<file path="src/rtl/htdd_pkg.sv">
// Shared types and constants for the HTTP transfer direction detector.
package htdd_pkg;

    localparam int DATA_W = 8;
    localparam int DIR_W  = 2;

    typedef enum logic [DIR_W-1:0] {
        DIR_NONE     = 2'd0,
        DIR_DOWNLOAD = 2'd1,
        DIR_UPLOAD   = 2'd2
    } dir_t;

    localparam int LEN_GET   = 3;
    localparam int LEN_POST  = 4;
    localparam int LEN_DISP  = 19;
    localparam int LEN_MULTI = 23;

    // First pattern character sits in the most significant byte.
    localparam logic [8*LEN_GET-1:0]   PAT_GET   = "GET";
    localparam logic [8*LEN_POST-1:0]  PAT_POST  = "POST";
    localparam logic [8*LEN_DISP-1:0]  PAT_DISP  = "Content-Disposition";
    localparam logic [8*LEN_MULTI-1:0] PAT_MULTI = "Content-Type: multipart";

    typedef struct packed {
        logic en;
        logic clr;
    } match_ctrl_t;

endpackage

</file>
<file path="src/rtl/htdd_matcher.sv">
// Literal string matcher advancing one byte per enabled cycle.
module htdd_matcher #(
    parameter int LEN = htdd_pkg::LEN_GET,
    parameter logic [8*LEN-1:0] PATTERN = htdd_pkg::PAT_GET
) (
    input  logic                        aclk,
    input  logic                        aresetn,
    input  htdd_pkg::match_ctrl_t       ctrl,
    input  logic [htdd_pkg::DATA_W-1:0] data,
    output logic                        hit
);

    localparam int PW = $clog2(LEN);
    localparam logic [7:0] FIRST_BYTE = PATTERN[8*LEN-1 -: 8];

    logic [PW-1:0] progress_reg, progress_next;
    logic [7:0]    want_byte;

    assign want_byte = PATTERN[8*(LEN-1-int'(progress_reg)) +: 8];

    // No pattern repeats its first byte, so a mismatch restarts at zero or one.
    always_comb begin
        hit           = 1'b0;
        progress_next = progress_reg;
        if (ctrl.en) begin
            if (data == want_byte) begin
                if (progress_reg == PW'(LEN-1)) begin
                    hit           = 1'b1;
                    progress_next = '0;
                end else begin
                    progress_next = progress_reg + PW'(1);
                end
            end else begin
                progress_next = (data == FIRST_BYTE) ? PW'(1) : '0;
            end
        end
        if (ctrl.clr) begin
            progress_next = '0;
        end
    end

    always_ff @(posedge aclk) begin
        if (!aresetn) begin
            progress_reg <= '0;
        end else begin
            progress_reg <= progress_next;
        end
    end

endmodule

</file>
<file path="src/rtl/http_transfer_direction_detector.sv">
// Top level of the HTTP transfer direction detector.
//
// The input stream carries one message byte per word on s_tdata, with s_tlast on
// the final byte. Four literal matchers look for GET, Content-Disposition after
// the GET, POST, and Content-Type: multipart after the POST. After the final byte
// one result word leaves on the m_ side: 0 none, 1 download, 2 upload.
// Words without s_tlast produce no result.
//
// A byte is captured in an input register and evaluated by the matchers as it
// leaves, and the result is held in an output register. One byte is taken every
// cycle unless a final byte waits; the rate is set by the single matcher pass
// between the two registers. When the receiver stalls, bytes without s_tlast
// keep flowing; a final byte waits in the input register until the output
// register is free, and s_tready falls while it waits. Reset clears all match
// progress and both valid flags.
module http_transfer_direction_detector (
    input  logic       aclk,
    input  logic       aresetn,
    input  logic       s_tvalid,
    output logic       s_tready,
    input  logic [7:0] s_tdata,   // [7:0] data_byte
    input  logic       s_tlast,
    output logic       m_tvalid,
    input  logic       m_tready,
    output logic [7:0] m_tdata    // [1:0] direction, [7:2] zero
);

    logic                        in_valid_reg;
    logic [htdd_pkg::DATA_W-1:0] in_byte_reg;
    logic                        in_last_reg;
    logic                        m_tvalid_reg;
    logic [7:0]                  m_tdata_reg;

    logic get_seen_reg, get_seen_next;
    logic disp_seen_reg, disp_seen_next;
    logic post_seen_reg, post_seen_next;
    logic multi_seen_reg, multi_seen_next;

    logic out_free, fire, fin;
    logic get_hit, disp_hit, post_hit, multi_hit;
    htdd_pkg::match_ctrl_t get_ctrl, disp_ctrl, post_ctrl, multi_ctrl;
    htdd_pkg::dir_t direction;

    assign out_free = !m_tvalid_reg || m_tready;
    assign fire     = in_valid_reg && (!in_last_reg || out_free);
    assign fin      = fire && in_last_reg;
    assign s_tready = !in_valid_reg || fire;

    assign get_ctrl   = '{en: fire && !get_seen_reg, clr: fin};
    assign disp_ctrl  = '{en: fire && get_seen_reg && !disp_seen_reg, clr: fin};
    assign post_ctrl  = '{en: fire && !post_seen_reg, clr: fin || get_hit};
    assign multi_ctrl = '{en: fire && post_seen_reg && !multi_seen_reg,
                          clr: fin || get_hit};

    htdd_matcher #(.LEN(htdd_pkg::LEN_GET), .PATTERN(htdd_pkg::PAT_GET)) u_get (
        .aclk(aclk), .aresetn(aresetn), .ctrl(get_ctrl), .data(in_byte_reg), .hit(get_hit)
    );
    htdd_matcher #(.LEN(htdd_pkg::LEN_DISP), .PATTERN(htdd_pkg::PAT_DISP)) u_disp (
        .aclk(aclk), .aresetn(aresetn), .ctrl(disp_ctrl), .data(in_byte_reg), .hit(disp_hit)
    );
    htdd_matcher #(.LEN(htdd_pkg::LEN_POST), .PATTERN(htdd_pkg::PAT_POST)) u_post (
        .aclk(aclk), .aresetn(aresetn), .ctrl(post_ctrl), .data(in_byte_reg), .hit(post_hit)
    );
    htdd_matcher #(.LEN(htdd_pkg::LEN_MULTI), .PATTERN(htdd_pkg::PAT_MULTI)) u_multi (
        .aclk(aclk), .aresetn(aresetn), .ctrl(multi_ctrl), .data(in_byte_reg),
        .hit(multi_hit)
    );

    // The first GET discards whatever the POST track has found so far.
    always_comb begin
        get_seen_next   = get_seen_reg;
        disp_seen_next  = disp_seen_reg;
        post_seen_next  = post_seen_reg;
        multi_seen_next = multi_seen_reg;
        if (fire) begin
            if (fin) begin
                get_seen_next   = 1'b0;
                disp_seen_next  = 1'b0;
                post_seen_next  = 1'b0;
                multi_seen_next = 1'b0;
            end else begin
                if (get_hit) begin
                    get_seen_next   = 1'b1;
                    post_seen_next  = 1'b0;
                    multi_seen_next = 1'b0;
                end else begin
                    if (post_hit) begin
                        post_seen_next = 1'b1;
                    end
                    if (multi_hit) begin
                        multi_seen_next = 1'b1;
                    end
                end
                if (disp_hit) begin
                    disp_seen_next = 1'b1;
                end
            end
        end
    end

    always_comb begin
        if (disp_seen_reg || disp_hit) begin
            direction = htdd_pkg::DIR_DOWNLOAD;
        end else if ((multi_seen_reg || multi_hit) && !get_hit) begin
            direction = htdd_pkg::DIR_UPLOAD;
        end else begin
            direction = htdd_pkg::DIR_NONE;
        end
    end

    always_ff @(posedge aclk) begin
        if (!aresetn) begin
            in_valid_reg   <= 1'b0;
            m_tvalid_reg   <= 1'b0;
            get_seen_reg   <= 1'b0;
            disp_seen_reg  <= 1'b0;
            post_seen_reg  <= 1'b0;
            multi_seen_reg <= 1'b0;
        end else begin
            if (s_tready) begin
                in_valid_reg <= s_tvalid;
            end
            if (fin) begin
                m_tvalid_reg <= 1'b1;
            end else if (m_tready) begin
                m_tvalid_reg <= 1'b0;
            end
            get_seen_reg   <= get_seen_next;
            disp_seen_reg  <= disp_seen_next;
            post_seen_reg  <= post_seen_next;
            multi_seen_reg <= multi_seen_next;
        end
    end

    always_ff @(posedge aclk) begin
        if (s_tready && s_tvalid) begin
            in_byte_reg <= s_tdata;
            in_last_reg <= s_tlast;
        end
        if (fin) begin
            m_tdata_reg <= {6'd0, direction};
        end
    end

    assign m_tvalid = m_tvalid_reg;
    assign m_tdata  = m_tdata_reg;

endmodule

</file>
<file path="config.mk">
export PLATFORM = sky130hd
export DESIGN_NAME = http_transfer_direction_detector
export DESIGN_NICKNAME = d
export VERILOG_FILES = /design/src/rtl/htdd_pkg.sv /design/src/rtl/htdd_matcher.sv /design/src/rtl/http_transfer_direction_detector.sv
export SDC_FILE = /design/constraint.sdc
export NUM_CORES = 1
export LEC_CHECK = 0
export ABC_AREA = 1
export BUFFER_PORTS_ARGS = -buffer_cell sky130_fd_sc_hd__buf_2
export CORE_MARGIN = 2
export CORE_UTILIZATION = 55
export DETAILED_ROUTE_END_ITERATION = 10
export MAX_ROUTING_LAYER = met4
export PLACE_DENSITY = 0.8
export SYNTH_ARGS = -nofsm -noshare
export SYNTH_HDL_FRONTEND = slang
export SYNTH_HIERARCHICAL = 1
export SYNTH_SLANG_ARGS = --single-unit
</file>
<file path="constraint.sdc">
create_clock -name aclk -period 2.5 [get_ports aclk]
set_clock_uncertainty 0.2 [all_clocks]
set_input_delay 0.25 -clock aclk [delete_from_list [all_inputs] [get_ports aclk]]
set_output_delay 0.25 -clock aclk [all_outputs]
set_load 0.02 [all_outputs]
</file>
# Word-level counts from Yosys, hierarchy flattened
# Index checks and enable logic that the tools add are counted.
# op_classes
n_addsub,8
n_eq_ne,11
shifts,4
mux,36
bitwise_logic,1
reduce_logical,35
# op_table
cell,count
"184-bit by 32-bit variable part select with 8-bit output, first input constant",1
"152-bit by 32-bit variable part select with 8-bit output, first input constant",1
8-bit equality test,4
"24-bit by 32-bit variable part select with 8-bit output, first input constant",1
"32-bit by 32-bit variable part select with 8-bit output, first input constant",1
1-bit 2-to-1 mux,27
"8-bit by 7-bit equality test with 1-bit output, second input constant",3
5-bit 2-to-1 mux,4
"5-bit by 5-bit subtractor with 6-bit output, first input constant",2
"5-bit by 1-bit adder with 5-bit output, second input constant",2
"5-bit equality test, second input constant",2
1-bit logical AND,10
2-bit 2-to-1 mux,5
1-bit zero test,8
2-bit AND reduction,4
1-bit logical OR,6
2-bit nonzero test,3
3-bit nonzero test,2
"2-bit by 2-bit subtractor with 3-bit output, first input constant",2
"2-bit by 1-bit adder with 2-bit output, second input constant",2
"2-bit equality test, second input constant",2
2-bit OR reduction,2
1-bit NOT,1
# word_totals
register_bits,31
inputBits,13
word_cells,108

# Depth between registers and ports, before layout
# Gate-level depths: netlist of the first run.
# logic_depth
ltp_word,10
depth_mapped,22
depth_no_buf,22

# Hierarchy
# Netlist of the first run, hierarchy kept.
# by_module_without_submodules
mod,n_inst,cells_each,area_each_um2,seq_area_each_um2
htdd_matcher (u_multi),1,176,972.2,100.1
htdd_matcher (u_disp),1,173,934.6,100.1
http_transfer_direction_detector,1,65,683.2,450.4
htdd_matcher (u_post),1,48,269.0,40.0
htdd_matcher (u_get),1,42,226.5,40.0

# Worst setup path before layout of the first run
# OpenSTA, ideal clock, no wires.
# synth_timing
kind,reg2reg
startpoint,register u_disp.progress_reg[0]
endpoint,register m_tdata_reg[1] (netlist: m_tdata[1]) (data pin)
setup_time_ps,260
arrival_ps,2000
setup_slack_ps,40
stages_incl_launch_ff,14
path_buffers,0
synth_period_minus_slack_ps,2460
path_cell_list,dfxtp_1 -> inv_2 -> ha_1 -> inv_1 -> nand3_1 -> nand2_1 -> nand2_1 -> nand2_1 -> nand3_1 -> nand2_1 -> nand3_1 -> nor4_1 -> or2_2 -> nor3_1
# synth_between
elab_chain_len,6
# synth_rtl
element,line,text
from (decl),htdd_matcher.sv:16,"logic [PW-1:0] progress_reg, progress_next;"
from (signal assigned),htdd_matcher.sv:46,progress_reg <= progress_next;
5-bit by 5-bit subtractor with 6-bit output,htdd_matcher.sv:19,assign want_byte = PATTERN[8*(LEN-1-int'(progress_reg)) +: 8];
152-bit by 32-bit variable part select with 8-bit output,htdd_matcher.sv:19,
8-bit equality test,htdd_matcher.sv:26,if (data == want_byte) begin
1-bit 2-to-1 mux (*),htdd_matcher.sv:26,
1-bit 2-to-1 mux (*),htdd_matcher.sv:25,if (ctrl.en) begin
named net disp_hit,http_transfer_direction_detector.sv:40,"logic get_hit, disp_hit, post_hit, multi_hit;"
1-bit logical OR (*),http_transfer_direction_detector.sv:102,if (disp_seen_reg || disp_hit) begin
to (signal assigned),http_transfer_direction_detector.sv:141,"m_tdata_reg <= {6'd0, direction};"
to (decl),http_transfer_direction_detector.sv:32,logic [7:0] m_tdata_reg;
# Mark *: on every way through the listed nets, which the timed path passes. The rest lies on a longest branch.
# A chain may end at the register's enable or synchronous reset.

# Worst setup path after layout of the first run
# layout_timing
startpoint,register u_disp.progress_reg[1]
endpoint,register m_tdata_reg[1] (netlist: m_tdata[1]) (data pin)
# The elaborated chain is that of the path after synthesis.

==> results by group, run 1 <==
CTS
  • Num CTS Buffers: 5
  • Reg clk slew, reported paths: about 0.07 ns
  • CTS tree: yes
  • CTS Sinks: 31
  • Worst skew pair latency: 0.30 ns
  • H-tree Lvls: 2
  • CTS Root Cell: clkbuf_8
  • Max Buffers Root-to-Sink: 2

Drt
  • Post-route DRC: 0
  • Mean number of vias per cell: about 5.4
  • Via count: 3447
  • Routed WL: ~8.4 mm
  • Final ANT Viol Nets: 0
  • DRT Pass-1 Iters: 5
  • First-iteration detailed-routing DRC count: about 210
  • Wirelength per Cell: 13.2 µm

Finish
  • Max reg flops: 8
  • Post-layout util: 71.9%
  • Non-filler cells, final: between 600 and 700
  • Layout cells sized above 1: 32.5%
  • Ant. Diodes: 0
  • Layout Nets: 582
  • Fin area: 3940 µm²
  • P&R area growth vs syn: 27.6%

Yosys
  • Yosys cell types: 37
  • Mapped Area: around 3000 µm²
  • Post-synth ARST share: 0%
  • Post-synthesis area per instance: 6.12 µm²
  • Post-synth top flop: dfxtp_1
  • Post-synth EDFFs: 11
  • Cells after Synth: about 500
  • Yosys warns: 6
  • Seq cells post-synth: 31
  • Post-synthesis sequential area ratio: 23.7%

Critical path
  • Setup Crit Path Kind: reg2reg
  • CP max stage delay: between 0.3 and 0.4 ns
  • CP Max Fanout: 7
  • Slowest cell on crit path: dfxtp_4
  • Crit path from: u_disp/progress_reg[1]$_SDFFE_PP0P_
  • Critical Path AT: 2.34 ns
  • Critical path capture point type: flip-flop
  • Startpoint class of the critical path: flip-flop
  • R2R Path Start: u_disp/progress_reg[1]$_SDFFE_PP0P_
  • CP top delay family: simple AND/OR/NAND/NOR gates
  • Buf+Inv Stages, Crit Path: 2
  • Worst-path cell chain: ha_4 > nand2_4 > inv_4 > nor2_8 > buf_6 > nor2_4 > nand2_1 > nand2_2 > nand4_1 > nand3_2 > nor4_4 > or2_4 > nor3_1
  • Critical Path RT: approximately 2.3 ns

Power
  • Leakage: between 1.5 and 2 nW
  • VDD IR-drop max: between 0.0004 and 0.0005 V
  • Power per cell area: 305 nW/µm²
  • Power Total: approximately 0.0012 W

Outcome
  • Status: complete, no violations

Place
  • Area after DPL: 3390 µm²
  • Post-placement setup slack: -0.218 ns
  • Placer Congestion: 0.977
  • Placed cells: between 600 and 700
  • Detailed Place HPWL: 5.70 mm
  • Port Buffers: 16

Global route
  • First-pass GRT wire length: 12.6 mm
  • Global route total overflow: 0
  • Initial antenna violation count: 0
  • Vias in the first global route: 2897
  • Largest net degree at the start of global routing: 12
  • Gr usage total: 25.8%

Timing
  • Setup WS post-layout: roughly 0.0085 ns
  • Part of the cycle the worst path needs: about 100%
  • # setup viols final: 0
  • Fmax: 0.401 GHz
  • Crit path time final: about 2.5 ns
  • Hold Fails Final Rpt: 0
  • RSZ-0062 raised after global routing: true
  • Slew Viols, Final: 0

Run
  • Maxcap violations: 0

Floorplanning
  • Die area: about 6200 µm²
  • Starting Density: between 50% and 60%
  • Chip Width: 78.9 µm
  • Die Ht: around 79 µm
  • IO Pins: 23
  • Std cell rows: 27
  • Area of the core: 5470 µm²

Hold path
  • HP Class: in2reg
  • Hold wc startpoint: s_tvalid
worst min-delay path, stage by stage:
cell and delay [ns]:
buf_2 0.10, nand2_1 0.07, a21oi_1 0.06
cells in the mapped netlist (all sizes together), types with 2 or more instances:
master    n  area share, %
a21oi    23            4.3
buf      11            3.0
clkinv    3           0.41
dfxtp    20             13
edfxtp   11             11
ha        7            2.8
inv      75            9.1
nand2   185             25
nand3    81             14
nand3b    5            1.2
nand4    11            2.4
nor2     44            8.2
nor3      8            1.3
nor4      5            1.0
o21ai     7            1.4
or2       2           0.41
report_power, final:
group | internal (W) | switching, W
logic | 0.0000499 | 0.0000728
clock network | 0.000322 | 0.000201
registers | 0.000529 | 0.0000243
logic make-up after synthesis:
| kind of cell | synth area share [%] |
|---|---|
| other | 0.122 |
| buffers and inverters | 12.5 |
| DFF | 23.7 |
| AOI/OAI and AO/OA | 6.69 |
| and+or+nand+nor | 54.2 |
| adders and majority gates | 2.84 |
per-layer routing:
layer	vias up	share of wire, %	GRT usage (%)
met5	-	0	-
met4	0	1.3	7.24
met3	12	5.6	4.32
met2	125	51	44.8
met1	1575	42	31.1
li1	1735	-	-
metrics by stage:
stage | hold WS [ns] | setup TNS [ns]
2_1_floorplan | 0.149 | 0
3_3_place_gp | 0.227 | -0.217
3_5_place_dp | 0.228 | -0.429
4_1_cts | 0.0207 | 0
5_1_grt | 0.0520 | -0.393
6_report | 0.0227 | 0
cell type report:
cell class / instances / area, µm²
multi-input combinational: 390 / 2260
tap: 72 / 90.1
inverter: 78 / 308
timing repair buffer: 56 / 410
clock buffer: 6 / 82.6
fill: 439 / 1540
clock inverter: 2 / 35.0
sequential: 31 / 752
worst paths after layout:
path                                                   to  slack [ns]  cells after the start
worst max register to register   m_tdata[1]$_SDFFCE_PP0P_       0.008                     13
worst min register to register  get_seen_reg$_SDFFE_PN0P_        0.29                      2
worst max-delay path             m_tdata[1]$_SDFFCE_PP0P_       0.008                     13
worst min-delay path            in_valid_reg$_SDFFE_PN0P_        0.02                      3
layout by cell type (no fill, tap or decap), types with 7 or more instances in the layout:
cell	n
nand2_1	140
inv_1	62
nand3_1	61
nand2_2	40
buf_4	29
nor2_1	23
nand3_2	19
a21oi_1	16
buf_2	16
dfxtp_1	11
edfxtp_1	11
nor2_2	10
nor2_4	10
nand4_1	10
dlygate4sd3_1	9
inv_2	9
nor3_1	7
repair_timing:
action,in CTS,in global routing
hold buffers,9,0
hold endpoints to repair,9,0
buffers inserted,0,3
endpoints found under the setup margin,9,14
resized for setup,14,73
pin swaps,2,33
gates cloned,0,1
(Power assumes the default switching activity.)
==> inputs of run 2 (changes only) <==
Settings changed: ABC_AREA 1 to unset, CORE_UTILIZATION 55 to 57, PLACE_DENSITY 0.8 to 0.81.
==> run 2 against run 1 <==
- the run now ends with negative setup slack left
- global-route usage is 18 points higher
- first-iteration DRC count increased to 4.9 times the previous value
- area after synthesis up 27%
- die area grew 22%
- count of clock-buffer cells in the layout is 1 higher
- utilization grew 14 points
- maximum frequency shrank 28%
- sequential power decreased by 1%
- clock power is 17% lower
- critical path depth stayed put
- critical path type unchanged
- critical endpoint is now disp_seen_reg$_SDFFE_PN0P_
- largest power group unchanged
==> results by group, run 2 <==
Critical path
  • R2R Path Start: u_disp/progress_reg[0]$_SDFFE_PP0P_ (was u_disp/progress_reg[1]$_SDFFE_PP0P_)
  • CP Max Fanout: 12 (was 7)
  • R2R Setup Slk: -0.97 ns (was 0.008 ns)
  • Critical Path AT: 3.49 ns (was 2.34 ns)
  • Critical Path RT: 2.52 ns (was 2.34 ns)
  • Startpoint class of the critical path: flip-flop (unchanged)
  • FF-to-FF End: disp_seen_reg$_SDFFE_PN0P_ (was m_tdata[1]$_SDFFCE_PP0P_)
  • Worst setup path end: disp_seen_reg$_SDFFE_PN0P_ (was m_tdata[1]$_SDFFCE_PP0P_)
  • Setup Crit Path Kind: reg2reg (unchanged)
  • Crit path from: u_disp/progress_reg[0]$_SDFFE_PP0P_ (was u_disp/progress_reg[1]$_SDFFE_PP0P_)
  • Critical path capture point type: flip-flop (unchanged)
  • R2R cell count: 13 (unchanged)

Floorplanning
  • Std cell rows: 30 (was 27)
  • Die Ht: 87.0 µm (was 78.9 µm)
  • Die area: 7580 µm² (was 6230 µm²)
  • IO Pins: 23 (unchanged)
  • Area of the core: 6720 µm² (was 5470 µm²)
  • Starting Density: 58.5% (was 56.4%)
  • Chip Width: 87.0 µm (was 78.9 µm)

CTS
  • CTS tree: yes (unchanged)
  • Max Buffers Root-to-Sink: 2 (unchanged)
  • Num CTS Buffers: 5 (unchanged)
  • Reg clk slew, reported paths: 0.07 ns (about the same)
  • H-tree Lvls: 2 (unchanged)
  • Worst skew pair latency: 0.30 ns (about the same)
  • CTS Root Cell: clkbuf_8 (unchanged)
  • CTS Sinks: 31 (unchanged)

Global route
  • Largest net degree at the start of global routing: 22 (was 12)
  • First-pass GRT wire length: 25.5 mm (was 12.6 mm)
  • Initial antenna violation count: 0 (unchanged)
  • Global route total overflow: 0 (unchanged)
  • Vias in the first global route: 5006 (was 2897)
  • Gr usage total: 44.1% (was 25.8%)

Outcome
  • Failing checks: negative setup slack
  • Status: complete, but fails checks (was complete, no violations)

Finish
  • Most frequent cells in the layout: buf_4 (132), nand2_1 (34), nor2_1 (27), a21oi_1 (22), o21ai_0 (17) (was nand2_1 (140), inv_1 (62), nand3_1 (61), nand2_2 (40), buf_4 (29))
  • Ant. Diodes: 0 (unchanged)
  • Max reg flops: 8 (unchanged)
  • P&R area growth vs syn: 46.9% (was 27.6%)
  • Commonest non-fill, non-tap cell in the layout: buf_4 (was nand2_1)
  • Layout cells sized above 1: 42.6% (was 32.5%)
  • Fillers: 305 (was 439)
  • Layout Nets: 671 (was 582)

Power
  • Leakage: 2.21 nW (was 1.86 nW)
  • Power per cell area: 206 nW/µm² (was 305 nW/µm²)
  • VDD IR-drop max: 0.000463 V (was 0.000446 V)
  • Power Total: 0.00119 W (was 0.00120 W)

Run
  • Maxcap violations: 0 (unchanged)

Drt
  • First-iteration detailed-routing DRC count: 1034 (was 212)
  • Mean number of vias per cell: 7.61 (was 5.43)
  • DRT Pass-1 Iters: 8 (was 5)
  • Post-route DRC: 0 (unchanged)
  • Via count: 5568 (was 3447)
  • Final ANT Viol Nets: 0 (unchanged)
  • Wirelength per Cell: 25.8 µm (was 13.2 µm)
  • Routed WL: 18.9 mm (was 8.38 mm)

Place
  • Port Buffers: 16 (unchanged)
  • Detailed Place HPWL: 9.74 mm (was 5.70 mm)
  • Placer Congestion: 1.06 (was 0.977)

Yosys
  • Post-synth top flop: dfxtp_1 (unchanged)
  • Top-count cell post-synth: nand2_1 (unchanged)
  • Cells after Synth: 513 (was 504)
  • Post-synth ARST share: 0% (unchanged)
  • Post-synthesis area per instance: 7.66 µm² (was 6.12 µm²)
  • Leading area contributor after synthesis: dfxtp_1 (was nand2_1)
  • Post-synth top cells: nand2_1 (38), nor2_1 (31), a21oi_1 (28), buf_2 (27), o21ai_0 (21) (was nand2_1 (163), nand3_1 (73), inv_1 (65), nor2_1 (26))
  • Post-synthesis sequential area ratio: 18.6% (was 23.7%)
  • Yosys warns: 6 (unchanged)
  • Synth area leaders: dfxtp_1 (10%), edfxtp_1 (8.4%), nand2_1 (3.6%) (was nand2_1 (20%), dfxtp_1 (13%), nand3_1 (12%))
  • Yosys cell types: 96 (was 37)
  • Mapped Area: 3930 µm² (was 3090 µm²)
  • Top cell type's share of synthesized area: 10.2% (was 19.8%)
  • Seq cells post-synth: 31 (unchanged)
  • Post-synth EDFFs: 11 (unchanged)

Timing
  • Part of the cycle the worst path needs: 139% (was 99.7%)
  • Slew @ Worst Pin: just under 0.7 ns
  • Slew headroom: 55.1%
  • Hold Fails Final Rpt: 0 (unchanged)
  • # setup viols final: 17 (was 0)
  • Fmax: 0.288 GHz (was 0.401 GHz)
  • RSZ-0062 raised after global routing: true (unchanged)
  • Setup WS post-layout: -0.968 ns (was 0.00849 ns)
  • Hold slack: 0.0655 ns (was 0.0227 ns)
  • Crit path time final: 3.47 ns (was 2.49 ns)
  • Slew Viols, Final: 0 (unchanged)

Hold path
  • HP Class: in2reg (unchanged)
==> run 2: changes by cell type after synthesis, moves of 9 or more <==
cell / before / now
o21ai_0: 5 / 21
o211ai_1: 1 / 11
nand2_1: 163 / 38
nor3b_1: 0 / 9
inv_1: 65 / 11
nor2_2: 11 / 0
nor2b_1: 0 / 19
nand2b_1: 0 / 12
a31oi_1: 1 / 15
nand2_2: 18 / 0
buf_2: 1 / 27
nand3_1: 73 / 16
==> run 2: timing repair <==
item	CTS	global route
pin swaps	39	30
buffers inserted	14	5
endpoints found under the hold margin	9	0
hold buffers	9	0
setup endpoints to repair	15	18
gates resized for setup	56	50
==> run 2: where the power goes <==
part / internal (W) / switching (W)
Sequential: 0.000531 / 0.0000159
Combinational: 0.0000869 / 0.000119
Clock: 0.000223 / 0.000215
Total: 0.000840 / 0.000350
==> run 2: worst min-delay path by stage <==
stage	slack (ns)	depth (start not counted)	start	end
2_1_floorplan	0.15	0	s_tdata[0]	in_byte_reg[0]$_DFFE_PP_
3_3_place_gp	0.23	1	s_tdata[5]	in_byte_reg[5]$_DFFE_PP_
3_5_place_dp	0.23	1	s_tdata[6]	in_byte_reg[6]$_DFFE_PP_
4_1_cts	0.03	3	s_tvalid	in_valid_reg$_SDFFE_PN0P_
5_1_grt	0.08	3	s_tvalid	in_valid_reg$_SDFFE_PN0P_
6_report	0.07	3	s_tvalid	in_valid_reg$_SDFFE_PN0P_
==> run 2: worst max-delay path, cell delays in order, from the launching register on <==
cell	delay (ns)
dfxtp_4	0.38
ha_4	0.18
buf_4	0.15
buf_4	0.18
or3b_4	0.40
o221ai_2	0.22
nand4_1	0.16
a32oi_2	0.26
nand4_1	0.32
nor4_4	0.31
and3_4	0.27
a21oi_1	0.08
nor2_1	0.12
o21a_1	0.17
==> run 2: cells by family (layout without fill, tap and decap cells) <==
logic type / after synthesis / in the layout / share of synthesized area, %
flip-flops: 31 / 31 / 18.6
AO/OA/AOI/OAI: 164 / 164 / 30.2
adder cells (fa/ha/maj): 7 / 7 / 2.23
other: 1 / 6 / 0.0954
buffers and inverters: 63 / 197 / 8.40
multiplexers: 9 / 9 / 2.45
AND/OR/NAND/NOR: 223 / 223 / 34.5
XOR/XNOR: 15 / 15 / 3.53
==> run 2: final cells by class <==
type	count	area [µm²]	area share (%)
multi-input cells	424	3380	58.6
well taps	80	100	1.73
repair buffers	174	1380	23.9
clock inverters	1	5.00	0.0867
flip-flops and latches	31	744	12.9
inverters	15	78.8	1.37
clock buffers	7	86.3	1.50
==> run 2: stage by stage <==
stage	setup TNS (ns)	setup slack, ns	cell area [µm²]	cells	utilization, %
4_1_cts	-5.72	-0.524	5520	727	82.2
3_5_place_dp	-7.39	-0.699	4960	696	73.8
2_1_floorplan	-5.14	-0.743	4110	518	-
6_report	-10.44	-0.968	5770	732	85.9
3_3_place_gp	-6.13	-0.635	4960	696	73.8
5_1_grt	-13.12	-1.25	5770	732	85.9
==> run 2: metal layers <==
| layer | vias up | global-route usage, % | share of wire, % | wire length [µm] |
|---|---|---|---|---|
| met5 | - | - | 0 | 0 |
| met2 | 600 | 70.4 | 44 | 8250 |
| met3 | 232 | 7.20 | 13 | 2370 |
| li1 | 2219 | - | - | - |
| met1 | 2517 | 53.2 | 34 | 6380 |
| met4 | 0 | 23.4 | 9.9 | 1860 |
